$ cat src/sv/exa_pkg.sv
`default_nettype none

package exa_pkg;

  // Fixed-point formats
  localparam int InFracBits   = 16;
  localparam int WorkFracBits = 24;
  localparam int CoefFracBits = 30;
  localparam int ProdShift    = InFracBits + CoefFracBits - WorkFracBits;
  localparam int CwShift      = CoefFracBits - WorkFracBits;

  // Datapath widths
  localparam int XW  = 24;       // argument
  localparam int LW  = 32;       // log2(e) constant
  localparam int PW  = XW + LW;  // argument product
  localparam int YW  = 34;       // y = x * log2(e), work format
  localparam int RW  = 10;       // integer part of y
  localparam int AW  = 26;       // Horner multiplicand (yf or f)
  localparam int CW  = 28;       // Horner accumulator
  localparam int HPW = AW + CW;  // Horner product
  localparam int VW  = 36;       // float bits before clamping
  localparam int FW  = 32;       // float word

  // Horner taps after the initial coefficient
  localparam int Taps = 5;

  localparam logic signed [LW-1:0] Log2eQ30 = 32'sd1549082005;

  localparam logic signed [VW-1:0] ShiftBias = 36'sd1065054451;
  localparam logic signed [VW-1:0] OneBits   = 36'sd1065353216;
  localparam logic signed [VW-1:0] Bits126   = 36'sd1056964608;
  localparam logic signed [VW-1:0] MinNormal = 36'sd8388608;
  localparam logic signed [VW-1:0] MaxBits   = 36'sd2139095040;
  localparam logic signed [VW-1:0] OneLsb    = 36'sd1;
  localparam logic [FW-1:0]        InfBits   = 32'h7F80_0000;

  typedef enum logic [1:0] {
    MethShift   = 2'd0,
    MethCubic   = 2'd1,
    MethQuintic = 2'd2,
    MethQuad    = 2'd3
  } method_e;

  typedef enum logic [1:0] {
    StNormal = 2'd0,
    StUnder  = 2'd1,
    StOver   = 2'd2
  } status_e;

  typedef struct packed {
    logic    valid;
    method_e method;
  } ctrl_t;

  typedef struct packed {
    logic signed [YW-1:0] y;
    logic signed [RW-1:0] r;
    logic signed [AW-1:0] a;
    logic signed [VW-1:0] v0;
    logic signed [CW-1:0] acc;
  } work_t;

  // Bring a Q30 constant to the work format, rounding half up
  function automatic logic signed [31:0] cw(input logic signed [31:0] c);
    logic signed [31:0] t;
    t = c + (32'sd1 <<< (CwShift - 1));
    return t >>> CwShift;
  endfunction

  localparam logic signed [31:0] CubC0 = cw(32'sd330261916);
  localparam logic signed [31:0] CubC1 = cw(-32'sd248477641);
  localparam logic signed [31:0] CubC2 = cw(-32'sd81784275);

  localparam logic signed [31:0] QuiC0 = cw(32'sd329480706);
  localparam logic signed [31:0] QuiC1 = cw(-32'sd257941248);
  localparam logic signed [31:0] QuiC2 = cw(-32'sd59821341);
  localparam logic signed [31:0] QuiC3 = cw(-32'sd9675987);
  localparam logic signed [31:0] QuiC4 = cw(-32'sd2042130);

  localparam logic signed [31:0] QuaC0 = cw(32'sd1074217644);
  localparam logic signed [31:0] QuaC1 = cw(32'sd755321545);
  localparam logic signed [31:0] QuaC2 = cw(32'sd256011121);

  // Coefficient added at each Horner tap; tap 0 seeds the accumulator.
  // Shorter polynomials are padded with leading zero terms.
  function automatic logic signed [CW-1:0] coef(input method_e m, input logic [2:0] tap);
    logic signed [31:0] c;
    c = 32'sd0;
    unique case (m)
      MethCubic: begin
        unique case (tap)
          3'd2:    c = CubC2;
          3'd3:    c = CubC1;
          3'd4:    c = CubC0;
          default: c = 32'sd0;
        endcase
      end
      MethQuintic: begin
        unique case (tap)
          3'd0:    c = QuiC4;
          3'd1:    c = QuiC3;
          3'd2:    c = QuiC2;
          3'd3:    c = QuiC1;
          3'd4:    c = QuiC0;
          default: c = 32'sd0;
        endcase
      end
      MethQuad: begin
        unique case (tap)
          3'd3:    c = QuaC2;
          3'd4:    c = QuaC1;
          3'd5:    c = QuaC0;
          default: c = 32'sd0;
        endcase
      end
      MethShift: c = 32'sd0;
    endcase
    return CW'(c);
  endfunction

endpackage

`default_nettype wire

$ cat src/sv/exa_prep.sv
`default_nettype none

module exa_prep import exa_pkg::*; (
  input  wire logic                 clk_i,
  input  wire logic                 rst_ni,
  input  wire logic                 en_i,
  input  wire logic                 in_valid_i,
  input  wire method_e              method_i,
  input  wire logic signed [XW-1:0] x_fixed_i,
  output ctrl_t                     ctrl_o,
  output work_t                     work_o
);

  localparam logic [WorkFracBits-1:0] HalfFrac = {1'b1, {(WorkFracBits-1){1'b0}}};
  localparam logic signed [AW-1:0]    OneW     = AW'(1) <<< WorkFracBits;

  // Stage A: argument times log2(e)
  logic signed [PW-1:0] prod_d, prod_q;
  ctrl_t                ctrl_a_d, ctrl_a_q;

  assign prod_d         = PW'(x_fixed_i) * PW'(Log2eQ30);
  assign ctrl_a_d.valid  = in_valid_i;
  assign ctrl_a_d.method = method_i;

  always_ff @(posedge clk_i or negedge rst_ni) begin
    if (!rst_ni) begin
      ctrl_a_q <= '0;
    end else if (en_i) begin
      ctrl_a_q <= ctrl_a_d;
    end
  end

  always_ff @(posedge clk_i) begin
    if (en_i) begin
      prod_q <= prod_d;
    end
  end

  // Stage B: round to the work format, split integer and fraction
  ctrl_t ctrl_b_q;
  work_t work_d, work_q;

  always_comb begin
    logic signed [PW-1:0]       ysum;
    logic signed [YW-1:0]       y;
    logic [WorkFracBits-1:0]    yf;
    logic signed [RW-1:0]       fl;
    logic                       up;
    logic signed [AW-1:0]       yfa;
    logic signed [AW-1:0]       f;
    logic signed [VW-1:0]       yv;
    ysum = prod_q + (PW'(1) <<< (ProdShift - 1));
    y    = YW'(ysum >>> ProdShift);
    yf   = y[WorkFracBits-1:0];
    fl   = $signed(y[YW-1:WorkFracBits]);
    // round to nearest, ties to even
    up   = (yf > HalfFrac) || ((yf == HalfFrac) && fl[0]);
    yfa  = $signed({{(AW-WorkFracBits){1'b0}}, yf});
    f    = up ? (yfa - OneW) : yfa;
    yv   = VW'(y);

    work_d.y   = y;
    work_d.r   = fl + $signed({{(RW-1){1'b0}}, up});
    work_d.a   = (ctrl_a_q.method == MethQuad) ? f : yfa;
    work_d.v0  = ((yv + OneLsb) >>> 1) + ShiftBias;
    work_d.acc = coef(ctrl_a_q.method, 3'd0);
  end

  always_ff @(posedge clk_i or negedge rst_ni) begin
    if (!rst_ni) begin
      ctrl_b_q <= '0;
    end else if (en_i) begin
      ctrl_b_q <= ctrl_a_q;
    end
  end

  always_ff @(posedge clk_i) begin
    if (en_i) begin
      work_q <= work_d;
    end
  end

  assign ctrl_o = ctrl_b_q;
  assign work_o = work_q;

endmodule

`default_nettype wire

$ cat config.mk
export PLATFORM = sky130hd
export DESIGN_NAME = exa_prep
export DESIGN_NICKNAME = d
export VERILOG_FILES = /design/src/sv/exa_pkg.sv /design/src/sv/exa_prep.sv
export SDC_FILE = /design/constraint.sdc
export NUM_CORES = 1
export LEC_CHECK = 0
export BUFFER_PORTS_ARGS = -buffer_cell sky130_fd_sc_hd__buf_2
export CAP_MARGIN = 15
export CELL_PAD_IN_SITES_DETAIL_PLACEMENT = 1
export CELL_PAD_IN_SITES_GLOBAL_PLACEMENT = 1
export CORE_MARGIN = 4
export CORE_UTILIZATION = 45
export CTS_CLUSTER_SIZE = 10
export DETAILED_ROUTE_END_ITERATION = 8
export GPL_TIMING_DRIVEN = 0
export HOLD_SLACK_MARGIN = 0.15
export PLACE_DENSITY_LB_ADDON = 0.12
export RECOVER_POWER = 100
export SLEW_MARGIN = 20
export SYNTH_ARGS = -nofsm -noshare
export SYNTH_HDL_FRONTEND = slang
export SYNTH_SLANG_ARGS = --single-unit
$ cat constraint.sdc
create_clock -name clk_i -period 8.26 [get_ports clk_i]
set_input_delay 2.065 -clock clk_i [delete_from_list [all_inputs] [get_ports clk_i]]
set_output_delay 2.065 -clock clk_i [all_outputs]
set_load 0.1 [all_outputs]
==> results.md <==
- Clock root buffer: clkbuf_16
- Minimum clock period: 8.09 ns
- CP max FO: 9
- Mapped Area: approximately 20,000 sq um
- Fin. Hold Viols: 0
- Post-synthesis sequential element count: 122
- Core ar.: 43,000 sq um
- Final Cycle Share: 0.979
- Crit path capture type: flip-flop
- Gpl congestion: about 0.95
- Die width: 216 microns
- Routed Antenna Nets: 0
- Die area: about 47,000 sq um
- Top_reg_cell synth: edfxtp_1
- IO Pins: 167
- Dpl hpwl: about 48,000 microns
- Mapped Cells: 1,904
- CP startpoint kind: input port
- Worst endpoint data arrival time: 8.31 ns
- First-pass GRT wire length: roughly 88,000 microns
- Routed wire length: 55,500 microns
- Fin cells: 2,706
- Slew @ Worst Pin: around 3.3 ns
- Most instantiated cells after synthesis: inv_1, ha_1, fa_1
- Initial Utilization: 0.454
- Final setup skew: ~0.0095 ns
- Synth warn: 0
- Syn avg cell area: 10.2 sq um
- Area leader, netlist: fa_1
- Gr usage total: 0.242
- Setup crit start: x_fixed_i[7]
- Final Cell Area: ~22,000 sq um
- Layout cells sized above 1: 0.111
- Top-count cell post-synth: inv_1
- Synth top area share: 0.281
- Die Ht: 216 microns
- Hold_buf cts: 0
- Drt first pass iters: 7
- Port Buf Inserts: 157
- Crit Path Category: in -> reg
- GR Overflow Total: 0
- Iteration-0 DRC Markers: 541
- Clk sinks: 122
- Final Setup Violations: 0
- Ys async rst share: 0.0492
- Worst-Skew Late Latency: 0.43 ns
- Htree depth: 4
- Status: finished, violations left
- Post-synth EDFFs: 116
- Failing checks: max-capacitance violations, max-slew violations
- Worst R2R Setup Slack: 2.07 ns
- Final Max Tran Viols: between 100 and 150
- Synth unique cells: 97
- CTS tree: built
- Worst R2R End: work_o[59]
- Initial antenna violation count: 0
- Drt wl/cell: 20.5 microns
- Std-Cell Rows: 76
- DP Area: between 20,000 and 25,000 sq um
- DRC: 0
- ANT cells: 0
- Post-synthesis sequential area ratio: 0.186
- Max_cap viols: 2
- Worst EP required: ~8.5 ns
- FMAX: 0.124 GHz
- Vias in the first global route: roughly 16,000
- Largest net degree at the start of global routing: 65
- Reg2Reg Depth: 12
- Area delta synth->final: 12.7%
- Vias per cell: 5.18
- Total number of vias: 14,018
- Hold crit path type: reg -> reg
- Nets: 2,705
- Worst slew margin: -1.17
- Cts bufs inserted: 17
- R2R Path Start: prod_q[21]
- CTS Buffer Depth: 2
- Placed instance count: 2,655
- Synth top area cells: fa_1, ha_1, edfxtp_1
- Crit path to: prod_q[54]
- CTS clk-pin slew, worst paths: 0.06 ns
final cells by class:
type	count	area [sq um]
Buffer	76	507
Clock buffer	22	539
Clock inverter	10	76.3
Fill cell	4932	21000
Inverter	487	1840
Multi-Input combinational cell	1226	13800
Sequential cell	122	3630
Tap cell	585	732
Timing Repair Buffer	178	850
state kept, by name, summed over array words and instances, names as in the netlist:
| register | flops |
|---|---|
| ctrl_o | 3 |
| work_o | 81 |
| prod_q | 35 |
| ctrl_a_q | 3 |
cells in the final DEF, fill, tap and decap left out, drive strengths merged, types with 9 or more instances in the layout:
cell type / Yosys / routed
edfxtp: 116 / 116
and3: 14 / 14
and2: 16 / 16
mux2: 9 / 9
xnor2: 79 / 79
and4: 9 / 9
inv: 483 / 480
a21oi: 50 / 50
nor2: 67 / 67
xor2: 27 / 27
conb: 1 / 9
nand4: 27 / 27
nand2: 62 / 62
clkinv: 4 / 10
nor3: 27 / 27
ha: 293 / 293
a21o: 17 / 17
a211oi: 9 / 9
nor4: 20 / 20
o21ai: 36 / 36
o31ai: 14 / 14
or4: 9 / 9
buf: 67 / 108
nand3: 42 / 42
fa: 274 / 274
clkbuf: 10 / 168
layer usage:
layer | GRT usage | vias to the layer above | wire length (microns)
met5 | 0 | - | 0
met4 | 0.112 | 0 | 2930
met1 | 0.279 | 7012 | 21600
met2 | 0.441 | 324 | 28600
li1 | - | 6561 | -
met3 | 0.0369 | 121 | 2420
kinds of logic (layout without fill, tap and decap cells):
logic type      after synthesis  in the layout  synth area share
fa+ha+maj                   567            567             0.469
buf+inv                     564            773             0.120
simple gates                329            329            0.0959
compound gates              204            204            0.0740
flops                       122            122             0.186
xor+xnor                    106            106            0.0483
mux                          11             11           0.00641
other cells                   1              9          0.000192
per-stage QoR:
stage | utilization | worst slack [ns] | hold slack [ns] | setup TNS, ns
floorplan | - | 0.0512 | 0.475 | 0
finish | 0.511 | 0.173 | 0.510 | 0
global placement | 0.490 | -1.66 | 0.483 | -26.57
detailed placement | 0.491 | -1.76 | 0.491 | -30.20
global route | 0.511 | -0.0457 | 0.537 | -0.156
CTS | 0.509 | -0.0235 | 0.505 | -0.0451
critical path, stage by stage:
cell	delay (ns)
buf_4	0.18
fa_2	0.59
inv_1	0.06
fa_2	0.37
fa_1	0.47
fa_1	0.51
inv_1	0.05
fa_1	0.47
inv_1	0.07
fa_1	0.54
inv_1	0.05
fa_1	0.50
ha_4	0.32
nand4_1	0.15
nor2_4	0.21
o21ai_4	0.11
a31oi_4	0.28
a31oi_4	0.14
a21oi_4	0.26
o21ai_4	0.10
a311oi_2	0.33
buf_4	0.16
nor2_2	0.04
xnor2_2	0.27
worst min-delay path by stage:
stage	slack, ns	cells after the start	endpoint	from
floorplan	0.47	1	ctrl_a_q[2]	ctrl_a_q[2]
global placement	0.48	1	ctrl_o[2]	ctrl_a_q[2]
detailed placement	0.49	1	ctrl_o[0]	ctrl_o[0]
CTS	0.50	1	ctrl_o[0]	ctrl_o[0]
global route	0.54	1	ctrl_o[0]	ctrl_o[0]
finish	0.51	1	ctrl_o[0]	ctrl_o[0]
what timing repair did:
| item | CTS | global route |
|---|---|---|
| setup endpoints to repair | 28 | 20 |
| gates resized for setup | 39 | 62 |
| buffers inserted | 4 | 16 |
| pin swaps | 5 | 36 |
Power is left out: the tool's default activity adds up to more than one toggle a clock period on the data nets, which glitch-free logic cannot reach.
