[config.mk]
export PLATFORM = sky130hd
export DESIGN_NAME = exa_pack
export DESIGN_NICKNAME = d
export VERILOG_FILES = /design/src/sv/exa_pkg.sv /design/src/sv/exa_pack.sv
export SDC_FILE = /design/constraint.sdc
export NUM_CORES = 1
export LEC_CHECK = 0
export ABC_CLOCK_PERIOD_IN_PS = 2900
export BUFFER_PORTS_ARGS = -buffer_cell sky130_fd_sc_hd__buf_2
export CAP_MARGIN = 10
export CORE_ASPECT_RATIO = 2
export CORE_MARGIN = 2
export CORE_UTILIZATION = 50
export DETAILED_ROUTE_END_ITERATION = 12
export GPL_TIMING_DRIVEN = 0
export PLACE_DENSITY = 0.75
export SYNTH_ARGS = -nofsm -noshare
export SYNTH_HDL_FRONTEND = slang
export SYNTH_SLANG_ARGS = --single-unit
[constraint.sdc]
create_clock -name clk_i -period 2.9 [get_ports clk_i]
set_input_delay 0.435 -clock clk_i [delete_from_list [all_inputs] [get_ports clk_i]]
set_output_delay 0.435 -clock clk_i [all_outputs]
set_load 0.005 [all_outputs]
[src/sv/exa_pkg.sv]
`default_nettype none

package exa_pkg;

  // Fixed-point formats
  localparam int InFracBits   = 16;
  localparam int WorkFracBits = 24;
  localparam int CoefFracBits = 30;
  localparam int ProdShift    = InFracBits + CoefFracBits - WorkFracBits;
  localparam int CwShift      = CoefFracBits - WorkFracBits;

  // Datapath widths
  localparam int XW  = 24;       // argument
  localparam int LW  = 32;       // log2(e) constant
  localparam int PW  = XW + LW;  // argument product
  localparam int YW  = 34;       // y = x * log2(e), work format
  localparam int RW  = 10;       // integer part of y
  localparam int AW  = 26;       // Horner multiplicand (yf or f)
  localparam int CW  = 28;       // Horner accumulator
  localparam int HPW = AW + CW;  // Horner product
  localparam int VW  = 36;       // float bits before clamping
  localparam int FW  = 32;       // float word

  // Horner taps after the initial coefficient
  localparam int Taps = 5;

  localparam logic signed [LW-1:0] Log2eQ30 = 32'sd1549082005;

  localparam logic signed [VW-1:0] ShiftBias = 36'sd1065054451;
  localparam logic signed [VW-1:0] OneBits   = 36'sd1065353216;
  localparam logic signed [VW-1:0] Bits126   = 36'sd1056964608;
  localparam logic signed [VW-1:0] MinNormal = 36'sd8388608;
  localparam logic signed [VW-1:0] MaxBits   = 36'sd2139095040;
  localparam logic signed [VW-1:0] OneLsb    = 36'sd1;
  localparam logic [FW-1:0]        InfBits   = 32'h7F80_0000;

  typedef enum logic [1:0] {
    MethShift   = 2'd0,
    MethCubic   = 2'd1,
    MethQuintic = 2'd2,
    MethQuad    = 2'd3
  } method_e;

  typedef enum logic [1:0] {
    StNormal = 2'd0,
    StUnder  = 2'd1,
    StOver   = 2'd2
  } status_e;

  typedef struct packed {
    logic    valid;
    method_e method;
  } ctrl_t;

  typedef struct packed {
    logic signed [YW-1:0] y;
    logic signed [RW-1:0] r;
    logic signed [AW-1:0] a;
    logic signed [VW-1:0] v0;
    logic signed [CW-1:0] acc;
  } work_t;

  // Bring a Q30 constant to the work format, rounding half up
  function automatic logic signed [31:0] cw(input logic signed [31:0] c);
    logic signed [31:0] t;
    t = c + (32'sd1 <<< (CwShift - 1));
    return t >>> CwShift;
  endfunction

  localparam logic signed [31:0] CubC0 = cw(32'sd330261916);
  localparam logic signed [31:0] CubC1 = cw(-32'sd248477641);
  localparam logic signed [31:0] CubC2 = cw(-32'sd81784275);

  localparam logic signed [31:0] QuiC0 = cw(32'sd329480706);
  localparam logic signed [31:0] QuiC1 = cw(-32'sd257941248);
  localparam logic signed [31:0] QuiC2 = cw(-32'sd59821341);
  localparam logic signed [31:0] QuiC3 = cw(-32'sd9675987);
  localparam logic signed [31:0] QuiC4 = cw(-32'sd2042130);

  localparam logic signed [31:0] QuaC0 = cw(32'sd1074217644);
  localparam logic signed [31:0] QuaC1 = cw(32'sd755321545);
  localparam logic signed [31:0] QuaC2 = cw(32'sd256011121);

  // Coefficient added at each Horner tap; tap 0 seeds the accumulator.
  // Shorter polynomials are padded with leading zero terms.
  function automatic logic signed [CW-1:0] coef(input method_e m, input logic [2:0] tap);
    logic signed [31:0] c;
    c = 32'sd0;
    unique case (m)
      MethCubic: begin
        unique case (tap)
          3'd2:    c = CubC2;
          3'd3:    c = CubC1;
          3'd4:    c = CubC0;
          default: c = 32'sd0;
        endcase
      end
      MethQuintic: begin
        unique case (tap)
          3'd0:    c = QuiC4;
          3'd1:    c = QuiC3;
          3'd2:    c = QuiC2;
          3'd3:    c = QuiC1;
          3'd4:    c = QuiC0;
          default: c = 32'sd0;
        endcase
      end
      MethQuad: begin
        unique case (tap)
          3'd3:    c = QuaC2;
          3'd4:    c = QuaC1;
          3'd5:    c = QuaC0;
          default: c = 32'sd0;
        endcase
      end
      MethShift: c = 32'sd0;
    endcase
    return CW'(c);
  endfunction

endpackage

`default_nettype wire

[src/sv/exa_pack.sv]
`default_nettype none

module exa_pack import exa_pkg::*; (
  input  wire logic  clk_i,
  input  wire logic  rst_ni,
  input  wire logic  en_i,
  input  wire ctrl_t ctrl_i,
  input  wire work_t work_i,
  output logic       out_valid_o,
  output logic [FW-1:0] float_bits_o,
  output status_e    status_o
);

  localparam logic signed [VW-1:0] OneV = VW'(1) <<< WorkFracBits;

  // Stage V: assemble the float bits for the selected method
  logic signed [VW-1:0] v_d, v_q;
  logic                 valid_v_q;

  always_comb begin
    logic signed [VW-1:0] yv, accv, rv, spl, t, pb, quad;
    yv   = VW'(work_i.y);
    accv = VW'(work_i.acc);
    rv   = VW'(work_i.r);
    spl  = ((yv - accv + OneLsb) >>> 1) + OneBits;
    if (accv >= OneV) begin
      t  = accv - OneV;
      pb = OneBits + ((t + OneLsb) >>> 1);
    end else begin
      t  = (accv <<< 1) - OneV;
      pb = Bits126 + ((t + OneLsb) >>> 1);
    end
    quad = (rv <<< 23) + pb;
    unique case (ctrl_i.method)
      MethShift:             v_d = work_i.v0;
      MethCubic, MethQuintic: v_d = spl;
      MethQuad:              v_d = quad;
    endcase
  end

  // Output stage: flush subnormals, clamp overflow to infinity
  logic [FW-1:0] float_d, float_q;
  status_e       status_d, status_q;
  logic          out_valid_q;

  always_comb begin
    priority if (v_q < MinNormal) begin
      float_d  = '0;
      status_d = StUnder;
    end else if (v_q >= MaxBits) begin
      float_d  = InfBits;
      status_d = StOver;
    end else begin
      float_d  = v_q[FW-1:0];
      status_d = StNormal;
    end
  end

  always_ff @(posedge clk_i or negedge rst_ni) begin
    if (!rst_ni) begin
      valid_v_q   <= 1'b0;
      out_valid_q <= 1'b0;
    end else if (en_i) begin
      valid_v_q   <= ctrl_i.valid;
      out_valid_q <= valid_v_q;
    end
  end

  always_ff @(posedge clk_i) begin
    if (en_i) begin
      v_q      <= v_d;
      float_q  <= float_d;
      status_q <= status_d;
    end
  end

  assign out_valid_o  = out_valid_q;
  assign float_bits_o = float_q;
  assign status_o     = status_q;

endmodule

`default_nettype wire

==> flow_metrics.tcl, run 1 <==
set metrics [dict create \
    r2r_start "v_q[34]$_DFFE_PP_" \
    arrival_ps 4190 \
    core_area_um2 14270 \
    status "complete, but fails checks" \
    finalSetupViolCount 15 \
    root_buffer "clkbuf_16" \
    peakVddDrop_mv 0.2925 \
    reg2reg_slack_ps 660 \
    yosys.area_share.simple_pct 18.86 \
    synthMuxAreaShare_pct 1.201 \
    synthTopCellsByCount "85 x ha_1, 80 x nand2_1, 70 x edfxtp_1" \
    fin_nets 1328 \
    layout_min_cycle_time_ps 4036 \
    layout_setup_ws_ps -1136 \
    grt_pass1_wl_um 36550 \
    cts_tree "yes" \
    syn-cell-area_um2 7292 \
    synth_compound_area_share_pct 24.83 \
    maxSlewViolCount 0 \
    slew_headroom_pct 55.00 \
    yosysTopAreaCell "edfxtp_1" \
    ys.flop_type "edfxtp_1" \
    cap_violations 0 \
    synth.most_common_cell "ha_1" \
    r2r_cells 6 \
    ys_top_cells_by_area "edfxtp_1 29%, ha_1 15%, o21ai_0 4.7%, nand2_1 4.1%, a21oi_1 4.0%" \
    avgViaCountPerCell 6.188 \
    cts_sinks 72 \
    synth_edf_count 70 \
    gp_congestion 0.9647 \
    required_ps 3050 \
    whs_path_depth 2 \
    cts-buffers-inserted 9 \
    multi_input_area_um2 6058 \
    hp-class "in -> reg" \
    start_util_pct 51.09 \
    leakagePower_nw 4.476 \
    violations "negative setup slack" \
    n_fill_cell 998 \
    drc 0 \
    totalNegativeSetupSlack_ps -9604 \
    syn_to_final_growth_pct 48.13 \
    r2r-end "float_bits_o[2]$_SDFFCE_PP0P_" \
    critical_path_class "in -> reg" \
    drive_gt1_share_pct 42.86 \
    h-tree-depth 3 \
    ys_seq_area_share_pct 29.51 \
    yosys.area_share.adder_pct 15.13 \
    io_pins 175 \
    critPathCaptureType "flop" \
    io_buffers 146 \
    hold_viol 0 \
    wl_um 25840 \
    grt_pass1_vias 7672 \
    ys.warnings.count 0 \
    skew_ps 3.435 \
    rsz0062_at_grt "yes" \
    grt_use_total_pct 30.18 \
    synth_top_area_share_pct 28.83 \
    cellPowerDensity_nw_per_um2 430.0 \
    synthArstFlopShare_pct 2.778 \
    rows 62 \
    first_pass_iters 6 \
    place_ws_ps -2169 \
    die_area_um2 15620 \
    avgSynthCellArea_um2 8.599 \
    die_w_um 89.40 \
    netlist_instances 848 \
    hpwl_um 17590 \
    wl_per_cell_um 19.87 \
    synth.distinct_cells 79 \
    clkLatencyLatePin_ps 330 \
    synth-seq-cells 72 \
    hold_path_end "valid_v_q$_DFFE_PN0P_" \
    die_h_um 174.8 \
    finalCritPeriodShare_pct 139.2 \
    antenna_left 0 \
    synth_top_family_by_area "compound AO/OA/AOI/OAI gates" \
    cp_max_fo 3 \
    clkTransAtPathRegs_ps 50 \
    clock_path_buffers 2 \
    critPathLaunchType "input port" \
    grt_overflow 0 \
    min_from "ctrl_i[2]" \
    grt_antenna_before_repair 2 \
    fmax_ghz 0.2478 \
    dr_total_vias 8044 \
    synth-xor-area-share_pct 5.388 \
    worst_pin_slew_ps 675.1 \
    seqCellArea_um2 2152 \
    drtIter0Drc 530 \
    grt_max_degree 48 \
    syn_nets 1075 \
]
-- layer usage --
metal	GRT usage, %	vias up	wire length [um]	share of wire, %
li1	-	3691	-	-
met1	31.62	3740	8498	33
met2	53.33	455	13510	52
met3	2.220	158	1554	6.0
met4	22.70	0	2271	8.8
met5	0	-	0	0
-- sequential cells by signal, summed over array words and instances (netlist names) --
| signal | flops |
|---|---|
| out_valid_o | 1 |
| status_o | 2 |
| float_bits_o | 32 |
| v_q | 36 |
| valid_v_q | 1 |
-- timing repair --
action / in CTS / in global routing
hold buffers: 1 / 0
resized for setup: 156 / 100
endpoints found under the hold margin: 2 / 0
setup endpoints to repair: 17 / 22
cloned: 0 / 0
pin swaps: 66 / 62
setup buffers: 66 / 47
-- worst max-delay path by stage --
stage / cells past startpoint / slack, ps / from / endpoint
global route: 20 / -1240 / work_i[9] / v_q[32]$_DFFE_PP_
CTS: 22 / -1020 / work_i[9] / v_q[35]$_DFFE_PP_
global placement: 22 / -2100 / work_i[1] / v_q[33]$_DFFE_PP_
detailed placement: 22 / -2170 / work_i[1] / v_q[33]$_DFFE_PP_
floorplan: 21 / -1390 / work_i[7] / v_q[33]$_DFFE_PP_
finish: 22 / -1140 / work_i[9] / v_q[33]$_DFFE_PP_
-- power breakdown --
group / leakage, nW / switching, mW / internal (mW) / total (mW)
registers: 0.727 / 0.0331 / 1.29 / 1.33
clock network: 0.141 / 0.398 / 0.664 / 1.06
logic: 3.61 / 1.21 / 1.04 / 2.26
-- logic make-up (layout without fill, tap and decap cells) --
kind of cell | after synthesis | in the layout
mux | 8 | 8
flops | 72 | 72
compound gates | 272 | 272
fa+ha+maj | 87 | 87
other cells | 1 | 3
simple gates | 272 | 272
xor+xnor | 44 | 44
buf+inv | 92 | 350
-- layout by cell type, fill, tap and decap left out, types with 31 or more instances in the layout --
cell type | synthesis | final
buf_4 | 0 | 104
o21ai_0 | 68 | 52
and2_1 | 31 | 31
nand2_1 | 80 | 73
ha_1 | 85 | 35
nor2_1 | 47 | 45
buf_2 | 5 | 130
ha_4 | 0 | 46
edfxtp_1 | 70 | 70
a21oi_1 | 59 | 41
-- cell type report --
type                    instances  share of cell area (%)
diodes                          2                 0.04633
well taps                     192                   2.224
inverters                      54                   2.212
multi-input cells             684                   56.09
clock inverters                 7                  0.6718
repair buffers                250                   15.19
flip-flops and latches         72                   19.92
plain buffers                  30                   1.564
clock buffers                   9                   2.085
-- through the flow --
stage	total power, mW	instance area, um^2	utilization (%)	instances	hold WS, ps
2_1_floorplan	2.422	7440	-	848	139.4
3_3_place_gp	2.854	8411	58.92	1186	219.8
3_5_place_dp	2.879	8431	59.06	1187	222.3
4_1_cts	4.301	9995	70.02	1265	351.8
5_1_grt	4.848	10800	75.68	1300	360.9
6_report	4.645	10800	75.68	1300	353.4
-- critical path, stage by stage --
cell and delay (ps):
buf_8 70, nand4_1 170, buf_4 190, or2_4 250, nor4_4 250, and4_4 310
xnor2_4 130, inv_2 70, ha_4 170, nand3_2 50, o21a_1 140, o22ai_2 60
ha_1 350, nor2b_4 140, o21ai_2 170, a21boi_2 90, o21ai_2 160, a21boi_2 100
o21a_1 230, o31ai_4 270, o22ai_1 150, a211oi_2 220
No activity file was read; power rests on OpenSTA's default activity.
==> inputs of run 2 (changes only) <==
--- a/config.mk
+++ b/config.mk
@@ -6,5 +6,5 @@
 export NUM_CORES = 1
 export LEC_CHECK = 0
-export ABC_CLOCK_PERIOD_IN_PS = 2900
+export ABC_CLOCK_PERIOD_IN_PS = 4800
 export BUFFER_PORTS_ARGS = -buffer_cell sky130_fd_sc_hd__buf_2
 export CAP_MARGIN = 10
@@ -15,4 +15,5 @@
 export GPL_TIMING_DRIVEN = 0
 export PLACE_DENSITY = 0.75
+export SETUP_SLACK_MARGIN = 0.2
 export SYNTH_ARGS = -nofsm -noshare
 export SYNTH_HDL_FRONTEND = slang
==> constraint.sdc (replaced) <==
create_clock -name clk_i -period 4.8 [get_ports clk_i]
set_input_delay 0.72 -clock clk_i [delete_from_list [all_inputs] [get_ports clk_i]]
set_output_delay 0.72 -clock clk_i [all_outputs]
set_load 0.1 [all_outputs]
==> run 2 against run 1 <==
Effect of this change: the run now ends clean; cell count down 5.9%; first-iteration DRC count down 20%; die area unchanged; register-to-register slack better by 1900 ps; total power down 46%; wire length down 18%; global-route usage down 3.7 points; clock power down 45%; critical path depth unchanged; sequential power down 40%; hold slack worse by 180 ps; largest cell class unchanged.
==> flow_metrics.tcl, run 2 (synthesis gave the netlist of run 1 again) <==
set metrics [dict create \
    status "finished clean" \
    syn_to_final_growth_pct 22.82 \
    antenna_left 0 \
    io_buffers 146 \
    hold_viol 0 \
    grt_use_total_pct 26.48 \
    die_area_um2 15620 \
    regMostFlops "v_q" \
    cts_sinks 72 \
    clkLatencyLatePin_ps 320 \
    grt_pass1_wl_um 32140 \
    cts-buffers-inserted 9 \
    maxSlewViolCount 0 \
    hp-class "in -> async" \
    start_util_pct 51.09 \
    final_cell_mix "146 x buf_2, 83 x ha_1, 80 x nand2_1" \
    holdBufCountCts 0 \
    hpwl_um 17380 \
    cp_max_fo 4 \
    critPathCaptureType "flop" \
    totalNegativeSetupSlack_ps 0 \
    design_area_um2 8956 \
    grt_overflow 0 \
    layout_min_cycle_time_ps 4489 \
    finalSetupViolCount 0 \
    dpl-instance-area_um2 8358 \
    cellPowerDensity_nw_per_um2 277.7 \
    first_pass_iters 5 \
    drtIter0Drc 423 \
    peakVddDrop_mv 0.1910 \
    clock_path_buffers 2 \
    grt_pass1_vias 6918 \
    largest_reg_flops 36 \
    grt_max_degree 36 \
    required_ps 4950 \
    fin_util_pct 62.75 \
    cap_violations 0 \
    fin_nets 1251 \
    crit_buf_inv 1 \
    die_w_um 89.40 \
    critPathLaunchType "input port" \
    fmax_ghz 0.2227 \
    max_stage_delay_ps 360 \
    drc 0 \
    wl_per_cell_um 17.25 \
    finalCritPeriodShare_pct 93.53 \
    grt_antenna_before_repair 2 \
    cts_tree "yes" \
    rsz0062_at_grt "no" \
    gp_congestion 0.9728 \
    rows 62 \
    root_buffer "clkbuf_16" \
    leakagePower_nw 3.941 \
    die_h_um 174.8 \
    worst_pin_slew_ps 720.5 \
    slew_headroom_pct 51.21 \
    core_area_um2 14270 \
    layout_commonest_cell "buf_2" \
    drive_gt1_share_pct 23.62 \
    io_pins 175 \
    critical_path_class "in -> reg" \
    crit_chain "buf_4, nand4_1, nor4_4, nor2b_4, nand2b_4, nor3_4, a21oi_2, xnor2_2, ha_4, nand3_1, o21a_1, o22ai_2, ha_1, nor2b_1, o21ai_1, a21boi_1, o21ai_1, a21boi_1, o21a_2, o31ai_4, o22ai_2, a211oi_2" \
    avgViaCountPerCell 5.968 \
    skew_ps 4.909 \
    clkTransAtPathRegs_ps 50 \
    dr_total_vias 7299 \
    cp_slowest_cell "nor4_4" \
    h-tree-depth 3 \
    crit_family "compound AO/OA/AOI/OAI gates" \
    arrival_ps 4640 \
    wl_um 21100 \
]
run 2: report_power, final:
part / internal (mW) / leakage (nW) / switching, mW
logic: 0.399 / 3.09 / 0.707
clock network: 0.363 / 0.128 / 0.216
registers: 0.782 / 0.727 / 0.0202
total: 1.54 / 3.94 / 0.943
run 2: path summary, 6_finish.rpt:
path | start | slack, ps | depth (start not counted) | endpoint
min in group clk_i | out_valid_o$_DFFE_PN0P_ | 500 | 1 | out_valid_o$_DFFE_PN0P_
max in group asynchronous | rst_ni | 4530 | 1 | valid_v_q$_DFFE_PN0P_
setup / recovery | work_i[2] | 310 | 22 | v_q[33]$_DFFE_PP_
setup reg to reg | v_q[34]$_DFFE_PP_ | 2600 | 6 | float_bits_o[17]$_SDFFCE_PP0P_
hold / removal | rst_ni | 180 | 1 | out_valid_o$_DFFE_PN0P_
hold reg to reg | out_valid_o$_DFFE_PN0P_ | 500 | 1 | out_valid_o$_DFFE_PN0P_
run 2: repair_timing:
| action | 4_1_cts | 5_1_grt |
|---|---|---|
| gates resized for setup | 15 | 31 |
| buffers inserted | 7 | 10 |
| setup endpoints to repair | 5 | 6 |
| pin swaps | 13 | 23 |
run 2: per-stage QoR:
| step | std cells | setup slack [ps] | hold WS, ps | total power, mW |
|---|---|---|---|---|
| 6_report | 1223 | 310.6 | 175.4 | 2.487 |
| 5_1_grt | 1223 | 158.7 | 171.0 | 2.617 |
| 3_3_place_gp | 1186 | -484.4 | 484.4 | 1.843 |
| 2_1_floorplan | 848 | 194.3 | 424.4 | 1.586 |
| 4_1_cts | 1211 | 225.0 | 166.2 | 2.451 |
| 3_5_place_dp | 1188 | -520.4 | 498.7 | 1.859 |
run 2: metal layers:
| layer | vias to the layer above | routed length (um) | GRT usage, % | part of all wire, % |
|---|---|---|---|---|
| li1 | 3530 | - | - | - |
| met1 | 3393 | 7698 | 27.56 | 36 |
| met2 | 298 | 11070 | 48.30 | 52 |
| met3 | 78 | 990 | 2.173 | 4.7 |
| met4 | 0 | 1342 | 16.98 | 6.4 |
| met5 | - | 0 | 0 | 0 |
run 2: cell type report:
| class | instances | area [um^2] |
|---|---|---|
| Multi-Input combinational cell | 684 | 4986 |
| Sequential cell | 72 | 2152 |
| Clock buffer | 15 | 257.7 |
| Tap cell | 192 | 240.2 |
| Buffer | 38 | 183.9 |
| Fill cell | 1340 | 5318 |
| Antenna cell | 2 | 5.005 |
| Timing Repair Buffer | 165 | 923.4 |
| Clock inverter | 1 | 5.005 |
| Inverter | 54 | 202.7 |
==> inputs of run 3 (changes only) <==
Settings changed: CORE_MARGIN 2 to 10.
==> run 3 against run 2 <==
Effect of this change: clock power rose by 19%; via count fell by 0.96%; wire length rose by 6.1%; register-to-register slack barely moved; hold slack got worse by 12 ps; cell count rose by 0.16%; first-iteration DRC count rose by 0.47%; largest power group unchanged.
==> flow_metrics.tcl, run 3 (synthesis gave the netlist of run 1 again) <==
set metrics [dict create \
    status "finished clean" \
    grt_pass1_vias 7150 \
    hpwl_um 18190 \
    wl_per_cell_um 18.28 \
    finalSetupViolCount 0 \
    regMostFlops "v_q" \
    finalCritPeriodShare_pct 94.22 \
    die_w_um 105.4 \
    avgViaCountPerCell 5.901 \
    rsz0062_at_grt "yes" \
    arrival_ps 4590 \
    syn_to_final_growth_pct 24.37 \
    cap_violations 0 \
    layout_min_cycle_time_ps 4522 \
    fmax_ghz 0.2211 \
    grt_overflow 0 \
    critPathLaunchType "input port" \
    cp-endpoint "v_q[31]$_DFFE_PP_" \
    largest_reg_flops 36 \
    reg2reg_slack_ps 2610 \
    root_buffer "clkbuf_16" \
    r2r-end "float_bits_o[20]$_SDFFCE_PP0P_" \
    start_util_pct 50.81 \
    grt_use_total_pct 21.02 \
    critPathLaunch "work_i[1]" \
    hold_viol 0 \
    drc 0 \
    grt_max_degree 48 \
    drive_gt1_share_pct 24.98 \
    cts_sinks 72 \
    h-tree-depth 3 \
    r2r_cells 6 \
    r2r_start "v_q[34]$_DFFE_PP_" \
    wl_um 22390 \
    die_area_um2 20110 \
    cp_max_fo 5 \
    design_area_um2 9069 \
    gp_congestion 0.9716 \
    rows 62 \
    critical_path_class "in -> reg" \
    holdBufCountCts 0 \
    skew_ps 3.941 \
    n_fill_cell 1304 \
    peakVddDrop_mv 0.1924 \
    required_ps 4860 \
    cts-buffers-inserted 9 \
    final_cell_mix "146 x buf_2, 81 x ha_1, 80 x nand2_1" \
    dpl-instance-area_um2 8330 \
    clock_path_buffers 2 \
    io_buffers 146 \
    drtIter0Drc 425 \
    grt_antenna_before_repair 2 \
    first_pass_iters 5 \
    dr_total_vias 7229 \
    leakagePower_nw 3.969 \
    die_h_um 190.8 \
    maxSlewViolCount 0 \
    critPathCaptureType "flop" \
    slew_headroom_pct 51.00 \
    hp-class "in -> async" \
    layout_commonest_cell "buf_2" \
    cellPowerDensity_nw_per_um2 288.7 \
    grt_pass1_wl_um 34220 \
    cts_tree "yes" \
    io_pins 175 \
    clkTransAtPathRegs_ps 50 \
    fin_total_pwr_mw 2.618 \
    fin_nets 1251 \
    antenna_left 0 \
    worst_pin_slew_ps 727.2 \
    clkLatencyLatePin_ps 330 \
    core_area_um2 14350 \
]
run 3: cell types whose count changed in the layout (fill, tap and decap cells not counted), sizes merged:
cell and delta:
buf -1, diode +2, bufinv +1
run 3: cell type report:
cell class	count	area [um^2]	area share, %
clock buffer	14	284.0	3.132
buffer	38	178.9	1.973
sequential	72	2152	23.73
clock inverter	2	35.03	0.3863
antenna	4	10.01	0.1104
tap	192	240.2	2.649
inverter	54	202.7	2.235
multi-input combinational	684	5051	55.70
timing repair buffer	165	914.6	10.09
run 3: critical path, cell delays in order:
cell and delay, ps:
buf_6 100, ha_4 150, nand3_4 90, or2_2 310
clkbuf_8 150, nor4_4 290, and4_4 280, xnor2_2 130
inv_1 110, ha_4 260, a21oi_4 180, inv_1 90
fa_2 400, nor2b_4 120, o21ai_2 80, a21boi_2 220
o21ai_2 110, a21boi_2 160, o21a_1 230, o311ai_1 130
a32oi_1 170, o31ai_1 110
run 3: repair_timing:
action | CTS | global route
gates resized for setup | 24 | 35
pin swaps | 19 | 25
cloned | 0 | 0
setup endpoints to repair | 5 | 6
buffers inserted | 12 | 6
run 3: through the flow:
| stage | util (%) | std cells | hold slack (ps) | worst slack, ps | TNS [ps] |
|---|---|---|---|---|---|
| 2_1_floorplan | - | 848 | 424.4 | 194.3 | 0 |
| 3_3_place_gp | 57.91 | 1186 | 483.8 | -516.3 | -2078 |
| 3_5_place_dp | 58.05 | 1187 | 494.8 | -570.8 | -2301 |
| 4_1_cts | 61.76 | 1215 | 157.9 | 204.2 | 0 |
| 5_1_grt | 63.16 | 1223 | 160.2 | 112.8 | 0 |
| 6_report | 63.19 | 1225 | 163.3 | 277.6 | 0 |
run 3: power breakdown:
group / switching [mW] / total (mW) / leakage [nW] / internal, mW
clock: 0.230 / 0.688 / 0.159 / 0.458
combinational: 0.717 / 1.13 / 3.08 / 0.412
sequential: 0.0194 / 0.801 / 0.727 / 0.782
run 3: worst min-delay path by stage:
stage | slack [ps] | depth (start not counted) | end
final | 160 | 1 | valid_v_q$_DFFE_PN0P_
after floorplan | 420 | 0 | out_valid_o$_DFFE_PN0P_
after global routing | 160 | 1 | valid_v_q$_DFFE_PN0P_
after global placement | 480 | 1 | out_valid_o$_DFFE_PN0P_
after CTS | 160 | 1 | valid_v_q$_DFFE_PN0P_
after detailed placement | 490 | 1 | valid_v_q$_DFFE_PN0P_
run 3: layer usage:
metal	global-route usage, %	vias up	wire length, um
li1	-	3534	-
met1	21.82	3327	8094
met2	38.00	281	11740
met3	3.216	87	1230
met4	13.80	0	1325
met5	0	-	0
